`config.mk`:
```
export PLATFORM = sky130hd
export DESIGN_NAME = bba_ctrl
export DESIGN_NICKNAME = d
export VERILOG_FILES = /design/src/hdl/bitmap_block_allocator_defines.svh /design/src/hdl/bba_pkg.sv /design/src/hdl/bba_ctrl.sv
export SDC_FILE = /design/constraint.sdc
export NUM_CORES = 1
export LEC_CHECK = 0
export BUFFER_PORTS_ARGS = -buffer_cell sky130_fd_sc_hd__buf_4
export CAP_MARGIN = 25
export CORE_AREA = 2 2 39 41
export CTS_CLUSTER_SIZE = 10
export DETAILED_ROUTE_END_ITERATION = 16
export DIE_AREA = 0 0 41 43
export PLACE_DENSITY_LB_ADDON = 0.08
export SYNTH_ARGS = -nofsm -noshare
export SYNTH_HDL_FRONTEND = slang
export SYNTH_SLANG_ARGS = --single-unit
```
`constraint.sdc`:
```
create_clock -name clk -period 4.26 [get_ports clk]
set_clock_uncertainty 0.15 [all_clocks]
set_input_delay 0.213 -clock clk [delete_from_list [all_inputs] [get_ports clk]]
set_output_delay 0.213 -clock clk [all_outputs]
set_load 0.05 [all_outputs]
```
`src/hdl/bitmap_block_allocator_defines.svh`:
```
// assertion macros for the bitmap block allocator
`ifndef BITMAP_BLOCK_ALLOCATOR_DEFINES_SVH
`define BITMAP_BLOCK_ALLOCATOR_DEFINES_SVH

`ifndef ASSERT_OFF
// same-cycle implication
`define BBA_ASSERT_SAME(lbl, clk, rst_n, ante, cons) \
  lbl: assert property (@(posedge clk) disable iff (!rst_n) (ante) |-> (cons)) \
    else $error("bitmap block allocator check failed");
// next-cycle implication
`define BBA_ASSERT_NEXT(lbl, clk, rst_n, ante, cons) \
  lbl: assert property (@(posedge clk) disable iff (!rst_n) (ante) |=> (cons)) \
    else $error("bitmap block allocator check failed");
`else
`define BBA_ASSERT_SAME(lbl, clk, rst_n, ante, cons)
`define BBA_ASSERT_NEXT(lbl, clk, rst_n, ante, cons)
`endif

`endif

```
`src/hdl/bba_pkg.sv`:
```
`timescale 1ns / 1ps

package bba_pkg;

  // fixed field widths
  localparam int BLK_W  = 12;
  localparam int CFG_W  = 13;
  localparam int STAT_W = 2;

  localparam logic [CFG_W-1:0] CFG_RESET = 13'd4096;

  typedef enum logic [STAT_W-1:0] {
    ST_OK           = 2'd0,
    ST_FULL         = 2'd1,
    ST_ALREADY_FREE = 2'd2,
    ST_RANGE        = 2'd3
  } status_t;

  typedef enum logic {
    OP_ALLOC = 1'b0,
    OP_FREE  = 1'b1
  } opcode_t;

  // controller to datapath
  typedef struct packed {
    logic    in_ready;
    logic    capture;
    logic    cnt_clr;
    logic    clear_wr;
    logic    rd_scan;
    logic    rd_free;
    logic    wr_alloc;
    logic    wr_free;
    logic    res_load;
    logic    res_alloc;
    status_t res_code;
    logic    push;
  } bba_cmd_t;

  // datapath to controller
  typedef struct packed {
    logic in_valid;
    logic req_alloc;
    logic clr_last;
    logic lim_zero;
    logic ev_valid;
    logic hit;
    logic ev_last;
    logic range_bad;
    logic bit_set;
    logic out_free;
  } bba_stat_t;

endpackage

```
`src/hdl/bba_ctrl.sv`:
```
`timescale 1ns / 1ps

module bba_ctrl (
  input  logic               clk,
  input  logic               rst_n,
  input  bba_pkg::bba_stat_t st,
  output bba_pkg::bba_cmd_t  cmd
);
  import bba_pkg::*;

  typedef enum logic [5:0] {
    S_CLEAR = 6'b000001,
    S_IDLE  = 6'b000010,
    S_SCAN  = 6'b000100,
    S_FRD   = 6'b001000,
    S_FCHK  = 6'b010000,
    S_PUSH  = 6'b100000
  } state_t;

  state_t state_r, state_nxt;

  // state register
  always_ff @(posedge clk) begin
    if (!rst_n) begin
      state_r <= S_CLEAR;
    end else begin
      state_r <= state_nxt;
    end
  end

  // sequencing of one item
  always_comb begin
    cmd       = '0;
    state_nxt = state_r;
    unique case (state_r)
      S_CLEAR: begin
        cmd.clear_wr = 1'b1;
        if (st.clr_last) begin
          state_nxt = S_IDLE;
        end
      end
      S_IDLE: begin
        cmd.in_ready = 1'b1;
        if (st.in_valid) begin
          cmd.capture = 1'b1;
          if (st.req_alloc) begin
            if (st.lim_zero) begin
              cmd.res_load = 1'b1;
              cmd.res_code = ST_FULL;
              state_nxt    = S_PUSH;
            end else begin
              cmd.cnt_clr = 1'b1;
              state_nxt   = S_SCAN;
            end
          end else begin
            state_nxt = S_FRD;
          end
        end
      end
      S_SCAN: begin
        cmd.rd_scan = 1'b1;
        if (st.ev_valid && st.hit) begin
          cmd.wr_alloc  = 1'b1;
          cmd.res_load  = 1'b1;
          cmd.res_alloc = 1'b1;
          cmd.res_code  = ST_OK;
          state_nxt     = S_PUSH;
        end else if (st.ev_valid && st.ev_last) begin
          cmd.res_load = 1'b1;
          cmd.res_code = ST_FULL;
          state_nxt    = S_PUSH;
        end
      end
      S_FRD: begin
        if (st.range_bad) begin
          cmd.res_load = 1'b1;
          cmd.res_code = ST_RANGE;
          state_nxt    = S_PUSH;
        end else begin
          cmd.rd_free = 1'b1;
          state_nxt   = S_FCHK;
        end
      end
      S_FCHK: begin
        cmd.res_load = 1'b1;
        if (st.bit_set) begin
          cmd.wr_free  = 1'b1;
          cmd.res_code = ST_OK;
        end else begin
          cmd.res_code = ST_ALREADY_FREE;
        end
        state_nxt = S_PUSH;
      end
      S_PUSH: begin
        if (st.out_free) begin
          cmd.push  = 1'b1;
          state_nxt = S_IDLE;
        end
      end
      default: begin
        state_nxt = S_CLEAR;
      end
    endcase
  end

endmodule

```
==> flow_metrics.tcl <==
set metrics [dict create \
    yosys.area.top_type "dfxtp_1" \
    hold_ws_ns 0.008837 \
    multi_input_area_um2 320.3 \
    cp-start-kind "flip-flop" \
    synth_top_area_share_pct 25.95 \
    grt_max_degree 10 \
    htree_num_levels 1 \
    cp_max_fo 8 \
    die_h_um 43 \
    drive_gt1_share_pct 39.29 \
    maxSlewHeadroom_pct 70.88 \
    power.density_mw_per_mm2 278.5 \
    cts_sinks 6 \
    worst_pin_slew_ns 0.4311 \
    syn_nets 70 \
    endpoint_kind "primary output" \
    hold_end "state_r[4]$_SDFFE_PN0P_" \
    dr_wl_met3_um 63 \
    pwr-share-clk_pct 26.0 \
    reg2reg_from "state_r[4]$_SDFFE_PN0P_" \
    cts_setup_buffers 0 \
    max_freq_ghz 0.4379 \
    met1_length_um 574 \
    p_leak_nw 0.3146 \
    viasPerCell 5.120 \
    hold_path.class "in2reg" \
    start_util_pct 33.45 \
    seqPwrFrac_pct 35.5 \
    cts_buffers 3 \
    final_nets 98 \
    synth.top_cells.by_count "dfxtp_1, nor2_1, nand2_1" \
    syn_to_final_growth_pct 46.49 \
    drc_errors 0 \
    reg_top3 "state_r x6" \
    routed.top_layer "met4" \
    total_power_mw 0.1889 \
    crit_required_ns 3.90 \
    clk_pin_slew_ns 0.04 \
    async_flop_share_pct 0 \
    setup_viol 0 \
    fin_crit_ns 2.283 \
    port_buffers 24 \
    hpwlAfterDp_um 974.3 \
    worstSetupPathType "reg2out" \
    antenna_found_initial 0 \
    avgSynthCellArea_um2 7.982 \
    regMostFlops "state_r" \
    ios 25 \
    die_area_mm2 0.001763 \
    ctsHoldBuffers 0 \
    rsz0062_at_grt "false" \
    n_antenna_cell 0 \
    yosysWarnings 0 \
    ys_ff_latch 6 \
    syn_area_um2 462.9 \
    rrSetupSlack_ns 2.39 \
    clock_path_buffers 2 \
    route.vias.total 512 \
    swShare_pct 34.88 \
    dp_cells 97 \
    post-route-util_pct 49.01 \
    grt_pass1_wl_um 1807 \
    stdcell_count 100 \
    grt_pass1_vias 453 \
    routed-wl-met2_um 542 \
    overflow 0 \
    crit_arrival_ns 1.92 \
    antenna_left 0 \
    fin_crit_sh_pct 53.60 \
    routed_wl_um 1192 \
    fill_cells 143 \
    rr_worst_depth 4 \
    cts_tree "built" \
    synthCells 58 \
    p_comb_share_pct 38.5 \
    tns_ns 0 \
    final_hold_viol_count 0 \
    hp-start "st[2]" \
    drv_cap 0 \
    rows 14 \
    run_status "finished, final reports clean" \
    clkLatencyLatePin_ns 0.24 \
    ys_types 32 \
    die-width_um 41 \
    wire_per_inst_um 11.92 \
    synth_edf_count 0 \
    synth_area_leaders "dfxtp_1, nor2_1, nor3b_1, or4_4, and4b_1" \
    r2r-end "state_r[3]$_SDFFE_PN0P_" \
    core_mm2 0.001384 \
    gp_congestion 0.8136 \
    drt_first_pass_iters 4 \
    p_sw_mw 0.06587 \
    largest_register_ffs 6 \
    ir_worst_vdd_v 0.0002098 \
    cts_root_buf "clkbuf_4" \
    post_cts_resized 0 \
    ys_seq_area_share_pct 25.95 \
    drtIter0Drc 7 \
    area.sequential_um2 120.1 \
    grt_usage_pct 15.29 \
    worstHoldPathCells 2 \
    synth_ff_type "dfxtp_1" \
    drv_slew 0 \
    internal_power_mw 0.1230 \
]
## cell families (layout without fill, tap and decap cells)
| kind of cell | count (synthesis) | in the layout | synth area share (%) |
|---|---|---|---|
| compound gates | 13 | 13 | 20.27 |
| xor+xnor | 1 | 1 | 1.892 |
| buf+inv | 5 | 31 | 4.865 |
| flops | 6 | 6 | 25.95 |
| simple gates | 33 | 33 | 47.03 |
## stage by stage
stage	area, um2	setup slack, ns
detailed placement	655.6	2.222
CTS	678.2	1.961
global placement	655.6	2.219
global route	678.2	1.886
floorplan	462.9	1.294
finish	678.2	1.977
## worst max-delay path by stage
stage | start | end | slack (ns) | depth (start not counted)
global placement | state_r[3]$_SDFFE_PN0P_ | cmd[3] | 2.22 | 4
global route | state_r[3]$_SDFFE_PN0P_ | cmd[1] | 1.89 | 7
detailed placement | state_r[3]$_SDFFE_PN0P_ | cmd[1] | 2.22 | 7
finish | state_r[3]$_SDFFE_PN0P_ | cmd[1] | 1.98 | 7
floorplan | state_r[3]$_SDFFE_PN0P_ | cmd[6] | 1.29 | 4
CTS | state_r[3]$_SDFFE_PN0P_ | cmd[1] | 1.96 | 7
## worst max-delay path, cell delays in order, from the launching register on
cell and delay, ns:
dfxtp_1 0.37, or4_4 0.60, nor3_4 0.15, nand2_2 0.10, inv_2 0.08, a31oi_2 0.11
nand2_1 0.08, buf_4 0.19
## layout make-up
cell class	instances	area share, %
clock buffers	3	3.321
inverters	4	2.214
multi-input cells	47	47.23
flip-flops and latches	6	17.71
well taps	16	2.952
repair buffers	24	26.57
## layer usage
metal | GRT usage (%) | vias to the layer above
li1 | - | 269
met1 | 21.68 | 226
met2 | 20.00 | 15
met3 | 1.571 | 2
met4 | 12.00 | 0
met5 | 0 | -
## cell usage in the layout (no fill, tap or decap), drive strengths merged, types with 2 or more instances in the layout
cell type  instances
buf               24
nor2               6
dfxtp              6
nand2              6
inv                4
nor3               4
o21ai              3
nor3b              3
clkbuf             3
or4                3
and4b              2
and2               2
a21boi             2
a31oi              2
## power groups by stage
stage          combinational (mW)  sequential, mW  clock [mW]
2_1_floorplan              0.0498          0.0663           0
3_3_place_gp               0.0728          0.0682           0
3_5_place_dp               0.0725          0.0680           0
4_1_cts                    0.0728          0.0670      0.0515
5_1_grt                    0.0773          0.0680      0.0545
6_report                   0.0727          0.0670      0.0491
No activity file was read; power rests on OpenSTA's default activity.
